--- config.mk ---
export PLATFORM = sky130hd
export DESIGN_NAME = rws_ctrl
export DESIGN_NICKNAME = d
export VERILOG_FILES = /design/src/rtl/rws_pkg.sv /design/src/rtl/rws_ctrl.sv
export SDC_FILE = /design/constraint.sdc
export NUM_CORES = 1
export LEC_CHECK = 0
export BUFFER_PORTS_ARGS = -buffer_cell sky130_fd_sc_hd__buf_2
export CAP_MARGIN = 20
export CORE_MARGIN = 2
export CORE_UTILIZATION = 60
export CTS_BUF_LIST = sky130_fd_sc_hd__clkbuf_4
export DETAILED_ROUTE_END_ITERATION = 12
export MAX_ROUTING_LAYER = met4
export PLACE_DENSITY = 0.88
export SLEW_MARGIN = 20
export SYNTH_ARGS = -nofsm -noshare
export SYNTH_HDL_FRONTEND = slang
export SYNTH_SLANG_ARGS = --single-unit
--- constraint.sdc ---
create_clock -name clk -period 8.61 [get_ports clk]
set_input_delay 0.861 -clock clk [delete_from_list [all_inputs] [get_ports clk]]
set_output_delay 0.861 -clock clk [all_outputs]
set_load 0.005 [all_outputs]
--- src/rtl/rws_pkg.sv ---
// rws_pkg: sizes, codes and control structs of the roulette wheel selector
// used by rws_alu, rws_dp, rws_ctrl and roulette_wheel_selector_top
`timescale 1ns / 1ps
`default_nettype none

package rws_pkg;

  localparam int POP_MAX      = 1024;
  localparam int FITNESS_BITS = 32;
  localparam int DRAW_BITS    = 16;
  localparam int CONV_BITS    = 16;

  localparam int IDX_W  = $clog2(POP_MAX);
  localparam int CNT_W  = $clog2(POP_MAX + 1);
  localparam int CUM_W  = FITNESS_BITS + IDX_W;
  localparam int THR_W  = CUM_W + DRAW_BITS;
  localparam int ALU_W  = (THR_W > FITNESS_BITS + 1) ? THR_W : FITNESS_BITS + 1;
  localparam int STEP_W = $clog2(CONV_BITS);
  localparam int STAT_W = 3;

  typedef enum logic [STAT_W-1:0] {
    STAT_SUMMARY    = 3'd0,
    STAT_SELECTED   = 3'd1,
    STAT_ZERO       = 3'd2,
    STAT_NOT_LOADED = 3'd3,
    STAT_OVERFLOW   = 3'd4
  } stat_code_t;

  typedef enum logic {
    REQ_LOAD = 1'b0,
    REQ_DRAW = 1'b1
  } req_t;

  typedef enum logic [2:0] {
    ST_IDLE,
    ST_EXEC,
    ST_BUILD,
    ST_DIV,
    ST_MUL,
    ST_SCAN,
    ST_DONE
  } state_t;

  typedef enum logic [1:0] {
    SEL_ACC,
    SEL_DIV,
    SEL_CMP
  } alu_sel_t;

  typedef struct packed {
    logic             load_we;
    logic             first;
    logic [IDX_W-1:0] load_idx;
    logic             fit_rd;
    logic             cum_rd;
    logic [IDX_W-1:0] rd_addr;
    logic             acc_en;
    logic [IDX_W-1:0] acc_idx;
    logic             sum_clr;
    logic             close;
    logic             div_step;
    logic             mul_en;
    alu_sel_t         alu_sel;
  } dp_ctl_t;

  typedef struct packed {
    logic hit;
    logic total_zero;
  } dp_sts_t;

  typedef struct packed {
    logic             load;
    stat_code_t       code;
    logic             summary;
    logic [IDX_W-1:0] sel_idx;
  } res_t;

endpackage

`default_nettype wire

--- src/rtl/rws_ctrl.sv ---
// rws_ctrl: sequencer of the selector: load, table build walk, divide
// steps, draw scan and result hand-off; depends on rws_pkg
`timescale 1ns / 1ps
`default_nettype none

module rws_ctrl
  import rws_pkg::*;
(
  input  logic    clk,
  input  logic    rst_n,
  input  logic    in_go,
  input  logic    item_req,
  input  logic    item_last,
  input  logic    out_free,
  input  dp_sts_t sts,
  output logic    busy,
  output dp_ctl_t ctl,
  output res_t    res
);

  state_t           state_r, state_nxt;
  logic [CNT_W-1:0] ptr_r, ptr_nxt;
  logic             pend_r, pend_nxt;
  logic [IDX_W-1:0] didx_r, didx_nxt;
  logic [STEP_W-1:0] step_r, step_nxt;
  logic [CNT_W-1:0] load_count_r, load_count_nxt;
  logic [CNT_W-1:0] table_count_r, table_count_nxt;
  logic             table_ready_r, table_ready_nxt;
  stat_code_t       code_r, code_nxt;
  logic             summary_r, summary_nxt;

  logic             ovf;
  logic [CNT_W-1:0] lim;
  logic             issue;
  logic             walk_end;
  logic             hit;

  assign ovf      = (load_count_r == CNT_W'(POP_MAX));
  assign lim      = (state_r == ST_SCAN) ? table_count_r : load_count_r;
  assign issue    = (ptr_r < lim);
  assign walk_end = !issue && !pend_r;
  assign hit      = pend_r && sts.hit;

  always_comb begin
    state_nxt = state_r;
    case (state_r)
      ST_IDLE: begin
        if (in_go) begin
          state_nxt = ST_EXEC;
        end
      end
      ST_EXEC: begin
        if (item_req == REQ_LOAD) begin
          if (item_last) begin
            state_nxt = ST_BUILD;
          end else if (ovf) begin
            state_nxt = ST_DONE;
          end else begin
            state_nxt = ST_IDLE;
          end
        end else if (!table_ready_r || sts.total_zero) begin
          state_nxt = ST_DONE;
        end else begin
          state_nxt = ST_MUL;
        end
      end
      ST_BUILD: begin
        if (walk_end) begin
          state_nxt = ST_DIV;
        end
      end
      ST_DIV: begin
        if (step_r == STEP_W'(CONV_BITS - 1)) begin
          state_nxt = ST_DONE;
        end
      end
      ST_MUL: begin
        state_nxt = ST_SCAN;
      end
      ST_SCAN: begin
        if (hit || walk_end) begin
          state_nxt = ST_DONE;
        end
      end
      ST_DONE: begin
        if (out_free) begin
          state_nxt = ST_IDLE;
        end
      end
      default: begin
        state_nxt = ST_IDLE;
      end
    endcase
  end

  // counters and held result code
  always_comb begin
    ptr_nxt         = ptr_r;
    pend_nxt        = pend_r;
    didx_nxt        = didx_r;
    step_nxt        = step_r;
    load_count_nxt  = load_count_r;
    table_count_nxt = table_count_r;
    table_ready_nxt = table_ready_r;
    code_nxt        = code_r;
    summary_nxt     = summary_r;
    case (state_r)
      ST_EXEC: begin
        ptr_nxt  = '0;
        pend_nxt = 1'b0;
        if (item_req == REQ_LOAD) begin
          if (!ovf) begin
            load_count_nxt = load_count_r + CNT_W'(1);
          end
          code_nxt    = ovf ? STAT_OVERFLOW : STAT_SUMMARY;
          summary_nxt = item_last;
        end else begin
          code_nxt    = table_ready_r ? STAT_ZERO : STAT_NOT_LOADED;
          summary_nxt = 1'b0;
        end
      end
      ST_BUILD: begin
        pend_nxt = issue;
        if (issue) begin
          ptr_nxt  = ptr_r + CNT_W'(1);
          didx_nxt = ptr_r[IDX_W-1:0];
        end
        if (walk_end) begin
          table_count_nxt = load_count_r;
          table_ready_nxt = 1'b1;
          load_count_nxt  = '0;
          step_nxt        = '0;
        end
      end
      ST_DIV: begin
        step_nxt = step_r + STEP_W'(1);
      end
      ST_SCAN: begin
        pend_nxt = issue;
        if (issue) begin
          ptr_nxt = ptr_r + CNT_W'(1);
        end
        // keep the index of the entry that passed
        if (hit) begin
          code_nxt = STAT_SELECTED;
        end else begin
          if (issue) begin
            didx_nxt = ptr_r[IDX_W-1:0];
          end
          if (walk_end) begin
            code_nxt = STAT_ZERO;
          end
        end
      end
      default: begin
      end
    endcase
  end

  always_comb begin
    ctl          = '0;
    ctl.alu_sel  = SEL_ACC;
    ctl.rd_addr  = ptr_r[IDX_W-1:0];
    ctl.load_idx = load_count_r[IDX_W-1:0];
    ctl.acc_idx  = didx_r;
    res.load     = 1'b0;
    res.code     = code_r;
    res.summary  = summary_r;
    res.sel_idx  = didx_r;
    busy         = (state_r != ST_IDLE);
    case (state_r)
      ST_EXEC: begin
        ctl.load_we = (item_req == REQ_LOAD) && !ovf;
        ctl.first   = (load_count_r == '0);
        ctl.sum_clr = (item_req == REQ_LOAD) && item_last;
      end
      ST_BUILD: begin
        ctl.fit_rd  = issue;
        ctl.acc_en  = pend_r;
        ctl.alu_sel = SEL_ACC;
        ctl.close   = walk_end;
      end
      ST_DIV: begin
        ctl.div_step = 1'b1;
        ctl.alu_sel  = SEL_DIV;
      end
      ST_MUL: begin
        ctl.mul_en = 1'b1;
      end
      ST_SCAN: begin
        ctl.cum_rd  = issue;
        ctl.alu_sel = SEL_CMP;
      end
      ST_DONE: begin
        res.load = out_free;
      end
      default: begin
      end
    endcase
  end

  always_ff @(posedge clk) begin
    if (!rst_n) begin
      state_r       <= ST_IDLE;
      ptr_r         <= '0;
      pend_r        <= 1'b0;
      didx_r        <= '0;
      step_r        <= '0;
      load_count_r  <= '0;
      table_count_r <= '0;
      table_ready_r <= 1'b0;
      code_r        <= STAT_SUMMARY;
      summary_r     <= 1'b0;
    end else begin
      state_r       <= state_nxt;
      ptr_r         <= ptr_nxt;
      pend_r        <= pend_nxt;
      didx_r        <= didx_nxt;
      step_r        <= step_nxt;
      load_count_r  <= load_count_nxt;
      table_count_r <= table_count_nxt;
      table_ready_r <= table_ready_nxt;
      code_r        <= code_nxt;
      summary_r     <= summary_nxt;
    end
  end

`ifndef SYNTHESIS
  a_scan_on_table: assert property (@(posedge clk) disable iff (!rst_n)
    state_r == ST_SCAN |-> table_ready_r && table_count_r != '0)
    else $error("draw scan without a built table");

  a_build_in_range: assert property (@(posedge clk) disable iff (!rst_n)
    state_r == ST_BUILD && pend_r |-> CNT_W'(didx_r) < load_count_r)
    else $error("table build past the loaded values");

  a_sel_in_range: assert property (@(posedge clk) disable iff (!rst_n)
    state_r == ST_DONE && code_r == STAT_SELECTED |-> CNT_W'(didx_r) < table_count_r)
    else $error("selected index outside the table");
`endif

endmodule

`default_nettype wire

# Word level (Yosys, flattened, before mapping)
# Cells that the tools add are included.
[totals]
reg_bits = 56
input_bits = 8
out_inout_bits = 57
[op_classes]
addsub = 3
order_cmp = 1
n_eq_ne = 18
n_mux = 40
n_bitwise = 1
n_reduce_logical = 26
[op_table]
columns = ["op", "n"]
rows = [
  ["11-bit two-way mux", 5],
  ["11-bit case mux with 2 select lines", 2],
  ["3-bit two-way mux", 12],
  ["11-bit by 1-bit adder with 11-bit output (second input constant)", 2],
  ["3-bit case mux with 7 select lines", 1],
  ["10-bit two-way mux", 2],
  ["10-bit case mux with 2 select lines", 1],
  ["2-bit inequality test (second input constant)", 7],
  ["11-bit == test (second input constant)", 1],
  ["11-bit zero test", 1],
  ["11-bit less-than comparator", 1],
  ["1-bit two-way mux", 10],
  ["2-bit AND reduction", 5],
  ["2-bit nonzero test", 5],
  ["3-bit == test (second input constant)", 3],
  ["4-bit case mux with 2 select lines", 1],
  ["3-bit by 2-bit == test with 1-bit output (second input constant)", 2],
  ["3-bit case mux with 2 select lines", 1],
  ["5-bit AND reduction", 1],
  ["4-bit by 1-bit adder with 4-bit output (second input constant)", 1],
  ["4-bit == test (second input constant)", 1],
  ["1-bit logical AND", 4],
  ["1-bit zero test", 4],
  ["2-bit two-way mux", 2],
  ["other kinds (12)", 14],
]

# Depth between registers and ports, before layout
# Gate-level depths: netlist of run 1.
[logic_depth]
word_depth = 8
depth_mapped = 13

# Worst setup path after synthesis of run 1
# OpenSTA, ideal clock, no wires.
[synth_timing]
path_type = "register to output"
start = "register state_r[1]"
end = "output port ctl[4] (netlist bit)"
arrival_time_ns = 2.815
required_time_ns = 7.749
setup_slack_ns = 4.934
stages_incl_launch_ff = 11
n_path_buf = 3
path_cell_list = "dfxtp_1 -> nand3b_1 -> buf_1 -> mux2i_1 -> ha_1 -> a21oi_1 -> o21ai_0 -> a221oi_1 -> a21boi_0 -> buf_2 -> buf_2"
[synth_rtl]
columns = ["element", "line", "rtl"]
rows = [
  ["start: declaration", "rws_ctrl.sv:21", "state_t state_r, state_nxt;"],
  ["start signal: assignment", "rws_ctrl.sv:215", "state_r <= state_nxt;"],
  ["end: declaration", "rws_ctrl.sv:17", "output dp_ctl_t ctl,"],
]

==> impl_metrics.yaml, run 1 <==
die:
  die_y_um: 78.6
  dieArea_um2: 6180
  die_w_um: 78.6
  row_count: 27
  io_pins: 65
  coreArea_um2: 5440
  start_util_pct: 61.4
logic_synthesis:
  yosys.area.top_type: "dfxtp_1"
  syn_area_um2: 3340
  yosysUniqueCellTypes: 49
  synth-seq-cells: 56
  netlist_top_cells_area: "dfxtp_1 34%, mux2i_1 11%, buf_4 7.0%, nor2b_1 6.0%, ha_1 5.2%"
  syn_inst: 391
  async_flop_share_pct: 0
  synth_nets: 413
  synthTopCellsByCount: "56 x dfxtp_1, 36 x mux2i_1, 32 x nor2b_1"
  ys_warn_count: 0
  synth_most_common_cell: "dfxtp_1"
  synth_top_area_share_pct: 33.6
  postSynthAreaPerCell_um2: 8.54
  ys.flop_type: "dfxtp_1"
  synth-seq-area-share_pct: 33.6
  synth_edf_count: 0
global_route:
  grt.busiest_layer: "met2"
  grt_pass1_wl_um: 11800
  track_usage_pct: 24.4
  met3_usage_pct: 4.48
  grtUsageMet2_pct: 39.6
  grt_overflow: 0
  grt_max_degree: 47
  grt_pass1_vias: 2582
  antenna_found_initial: 0
  grt_util_met1_pct: 29.2
clocking:
  ctsRootBufferMaster: "clkbuf_4"
  hold_buffers: 0
  cts_tree: "done"
  cts_max_level: 2
  ctsResizeCount: 0
  cts_made_buffers: 5
  post_cts_buffers: 0
  clock_latency_ns: 0.38
  clk_transition_reported_paths_ns: 0.15
  cts_sinks: 56
  cts_max_path_buffers: 2
layout:
  post_route_cells_drive_above_1_share_pct: 18.8
  fillerInstances: 469
  final_util_pct: 64.4
  diodes: 0
  final_nets: 436
  areaGrowthSynthToFinish_pct: 4.87
setup_path:
  slowest_delay_ns: 0.73
  cp.arrival_ns: 4.00
  r2r_cells: 9
  crit_fanout: 20
  cp.required_ns: 7.75
  worstPathCellList: "nand3b_1, mux2i_1, ha_1, a21oi_1, o21ai_0, a221oi_1, nand2_1, nor2_1, buf_2"
  cpMaxStageDelayCell: "a221oi_1"
  criticalPathCategory: "flop to primary output"
  r2r_slack_ns: 4.42
  startpoint_type: "flop"
  endpoint_kind: "primary output"
sta:
  finalHoldViolCount: 0
  skew_ns: 0.00964
  rsz0062_at_grt: "false"
  fin_crit_sh_pct: 56.4
  slew_viol_final: 0
  setup_viol: 0
  relSlewSlack_pct: 46.6
  min_period_ns: 4.86
  tns_ns: 0
  worst_slew_pin_slew_ns: 0.799
  hold_slack_ns: 0.514
  fmax_mhz: 206
detailed_routing:
  ant_nets: 0
  wire_per_inst_um: 14.6
  drt-initial-drc-count: 204
  drtPass1Iterations: 4
  viasPerCell: 5.83
  wl_um: 7100
  post-route-drc-count: 0
  dr_total_vias: 2841
placement:
  hpwlAfterDp_um: 5240
  port_buffers: 64
  gp_congestion: 0.872
job:
  drv_cap: 0
hold_path:
  hold_path_class: "flop to flop"
  holdPathStages: 2
power:
  p_per_area_nw_per_um2: 173
  power_leakage_nw: 1.59
  ir_drop_v: 0.000136
outcome:
  outcome: "finished, final reports clean"
-- cell type report --
type	count	area [um^2]	share of cell area, %
Timing Repair Buffer	66	335	9.58
Tap cell	72	90.1	2.57
Clock buffer	5	37.5	1.07
Inverter	8	30.0	0.858
Sequential cell	56	1120	32.0
Multi-Input combinational cell	277	1870	53.4
Clock inverter	3	18.8	0.536
-- cells by family after synthesis --
kind of cell	share of synthesized area [%]
flops	33.6
simple gates	25.1
buf+inv	10.6
fa+ha+maj	5.25
mux	11.1
compound gates	13.8
xor+xnor	0.525
-- stage by stage --
| step | setup slack (ns) | instance area (um^2) | cells | power (W) |
|---|---|---|---|---|
| finish | 3.75 | 3500 | 487 | 0.000607 |
| global route | 3.49 | 3500 | 487 | 0.000643 |
| CTS | 3.84 | 3500 | 487 | 0.000610 |
| detailed placement | 4.29 | 3440 | 479 | 0.000498 |
| global placement | 4.44 | 3440 | 479 | 0.000491 |
| floorplan | 4.93 | 3340 | 391 | 0.000455 |
-- flip-flops by register name, indices dropped and copies added, names as in the netlist --
name / cells
load_count_r: 11
step_r: 4
table_ready_r: 1
state_r: 3
table_count_r: 11
pend_r: 1
summary_r: 1
code_r: 3
ptr_r: 11
didx_r: 10
-- final timing paths --
path	startpoint	to
worst max-delay path	state_r[2]	ctl[27]
worst min-delay path	code_r[2]	code_r[2]
worst max register to register	state_r[2]	ptr_r[3]
worst min register to register	code_r[2]	code_r[2]
-- worst max-delay path: cells and delay by family, from the launching register on --
kind	cells	cell delay (ns)
buffers and inverters	1	0.14
adders and majority gates	1	0.30
muxes	1	0.38
and+or+nand+nor	3	1.12
DFF	1	0.70
AOI/OAI and AO/OA	3	0.99
-- cells in the final DEF, fill, tap and decap left out, types with 2 or more instances in the layout --
cell / synthesis / routed
ha_1: 14 / 14
nor3_1: 8 / 8
mux2i_1: 36 / 36
dfxtp_1: 56 / 56
inv_1: 8 / 8
a21oi_1: 22 / 22
nor2_1: 19 / 19
clkbuf_4: 0 / 5
clkinvlp_4: 0 / 2
nor3b_1: 7 / 7
nand2b_1: 5 / 5
o21ai_0: 20 / 20
and3_1: 4 / 4
o31ai_1: 5 / 5
buf_2: 3 / 64
xor2_1: 2 / 2
nor2b_1: 32 / 32
a22o_1: 2 / 2
a31oi_1: 2 / 2
nand3b_1: 2 / 2
buf_4: 31 / 2
o21a_1: 5 / 5
nand2_1: 31 / 31
or4_1: 4 / 4
or3_1: 12 / 12
nand3_1: 11 / 11
and2_1: 6 / 6
nand4_1: 7 / 7
-- routing by layer --
| metal | share of wire (%) | wire, um | vias up |
|---|---|---|---|
| met4 | 3.3 | 231 | 0 |
| met5 | 0 | 0 | - |
| li1 | - | - | 1403 |
| met1 | 43 | 3070 | 1313 |
| met2 | 48 | 3390 | 103 |
| met3 | 5.8 | 412 | 22 |
-- power breakdown --
group / switching (W) / total, W / leakage [nW] / internal [W]
Sequential: 0.0000306 / 0.000304 / 0.452 / 0.000274
Combinational: 0.000107 / 0.000190 / 1.11 / 0.0000827
Clock: 0.0000814 / 0.000112 / 0.0249 / 0.0000309
Total: 0.000219 / 0.000607 / 1.59 / 0.000387
(Power assumes the default switching activity.)
==> run 2: changes to the inputs <==
CORE_UTILIZATION = 57   (was 60)
PLACE_DENSITY = 0.84   (was 0.88)
clock period = 4.6 ns   (was 8.61 ns; I/O delays follow)
==> impl_metrics.yaml, run 2 (synthesized netlist as in run 1, its figures left out) <==
outcome:
  outcome: "finished, final reports clean"
sta:
  min_period_ns: 3.92
  finalHoldViolCount: 0
  relSlewSlack_pct: 48.5
  worst_slew_pin_slew_ns: 0.773
  setup_viol: 0
  slew_viol_final: 0
  tns_ns: 0
  skew_ns: 0.0218
  fmax_mhz: 255
  fin_crit_sh_pct: 85.2
  rsz0062_at_grt: "false"
setup_path:
  cp.arrival_ns: 3.46
  criticalPathCategory: "flop to primary output"
  cp.required_ns: 4.14
  crit_start: "state_r[1]"
  crit_fanout: 16
  endpoint_kind: "primary output"
  r2r-start: "state_r[1]"
  startpoint_type: "flop"
clocking:
  clock_latency_ns: 0.39
  post_cts_buffers: 0
  hold_buffers: 0
  cts_sinks: 56
  cts_max_level: 2
  ctsRootBufferMaster: "clkbuf_4"
  cts_tree: "done"
  ctsResizeCount: 0
  cts_max_path_buffers: 2
  clk_transition_reported_paths_ns: 0.15
  cts_made_buffers: 5
detailed_routing:
  ant_nets: 0
  viasPerCell: 5.73
  drt-initial-drc-count: 264
  dr_total_vias: 2798
  wire_per_inst_um: 14.4
  drtPass1Iterations: 4
  wl_um: 7040
  post-route-drc-count: 0
global_route:
  grt_max_degree: 47
  grt_pass1_vias: 2484
  grt_pass1_wl_um: 11600
  track_usage_pct: 23.3
  grt_overflow: 0
  antenna_found_initial: 0
layout:
  post_route_cells_drive_above_1_share_pct: 19.2
  layout_commonest_cell: "buf_2"
  reg_top3: "load_count_r (11), ptr_r (11), table_count_r (11)"
  layout_common_cells: "64 x buf_2, 56 x dfxtp_1, 36 x mux2i_1, 32 x nor2b_1, 31 x nand2_1"
  diodes: 0
  areaGrowthSynthToFinish_pct: 5.81
  final_nets: 437
power:
  p_per_area_nw_per_um2: 338
  switching_share_pct: 34.4
  power_leakage_nw: 1.61
  internal-power_w: 0.000782
  p_comb_share_pct: 29.9
  seqPwrFrac_pct: 47.7
  power.share.clock_pct: 22.4
  net-switching-power_w: 0.000411
  power.total_w: 0.00119
  ir_drop_v: 0.000255
hold_path:
  hold_path_class: "input port to flop"
  hold_start: "sts[1]"
die:
  dieArea_um2: 6480
  io_pins: 65
  start_util_pct: 59.9
  die_y_um: 80.5
  die_w_um: 80.5
  coreArea_um2: 5570
  row_count: 27
placement:
  port_buffers: 64
  gp_congestion: 0.860
  hpwlAfterDp_um: 5030
job:
  drv_cap: 0
-- run 2: cell count changes in the layout (fill, tap and decap cells not counted), sizes merged --
cell and change:
buf +1, bufinv +1, clkinvlp -1
-- run 2: worst paths after layout --
check | end | slack (ns) | depth (start not counted)
setup / recovery | ctl[28] | 0.68 | 10
hold reg to reg | code_r[2] | 0.52 | 2
hold / removal | code_r[2] | 0.48 | 3
setup reg to reg | ptr_r[5] | 0.98 | 10
-- run 2: per-layer routing --
layer / vias up / global-route usage (%) / wire length, um
met5: - / - / 0
met4: 0 / 8.14 / 112
met3: 12 / 4.27 / 369
met2: 76 / 37.1 / 3400
met1: 1306 / 29.9 / 3150
li1: 1404 / - / -
-- run 2: power groups by stage --
stage / Combinational (W) / Sequential [W] / Clock [W]
2_1_floorplan: 0.000307 / 0.000546 / 0
3_3_place_gp: 0.000352 / 0.000577 / 0
3_5_place_dp: 0.000356 / 0.000579 / 0
4_1_cts: 0.000358 / 0.000568 / 0.000275
5_1_grt: 0.000397 / 0.000578 / 0.000294
6_report: 0.000357 / 0.000569 / 0.000267
-- run 2: metrics by stage --
step | area [um^2] | setup WS (ns) | hold WS (ns) | std cells | util, %
floorplan | 3340 | 1.33 | 0.463 | 391 | -
global placement | 3450 | 1.19 | 0.489 | 480 | 61.9
detailed placement | 3450 | 1.04 | 0.495 | 480 | 61.9
CTS | 3530 | 0.690 | 0.460 | 488 | 63.4
global route | 3530 | 0.274 | 0.463 | 488 | 63.4
finish | 3530 | 0.680 | 0.480 | 488 | 63.4
-- run 2: worst max-delay path, stage by stage, from the launching register on --
cell and delay [ns]:
dfxtp_1 0.61, nand3b_1 0.16, buf_4 0.25, mux2i_1 0.23, ha_1 0.27, a21oi_1 0.16
o21ai_0 0.09, a221oi_1 0.70, nand2_1 0.28, nor2_1 0.18, buf_2 0.13
-- run 2: area by class of cell --
class,instances,area (um^2)
Clock buffer,5,37.5
Clock inverter,3,42.5
Fill cell,506,2040
Inverter,8,30.0
Multi-Input combinational cell,277,1870
Sequential cell,56,1120
Tap cell,72,90.1
Timing Repair Buffer,67,343
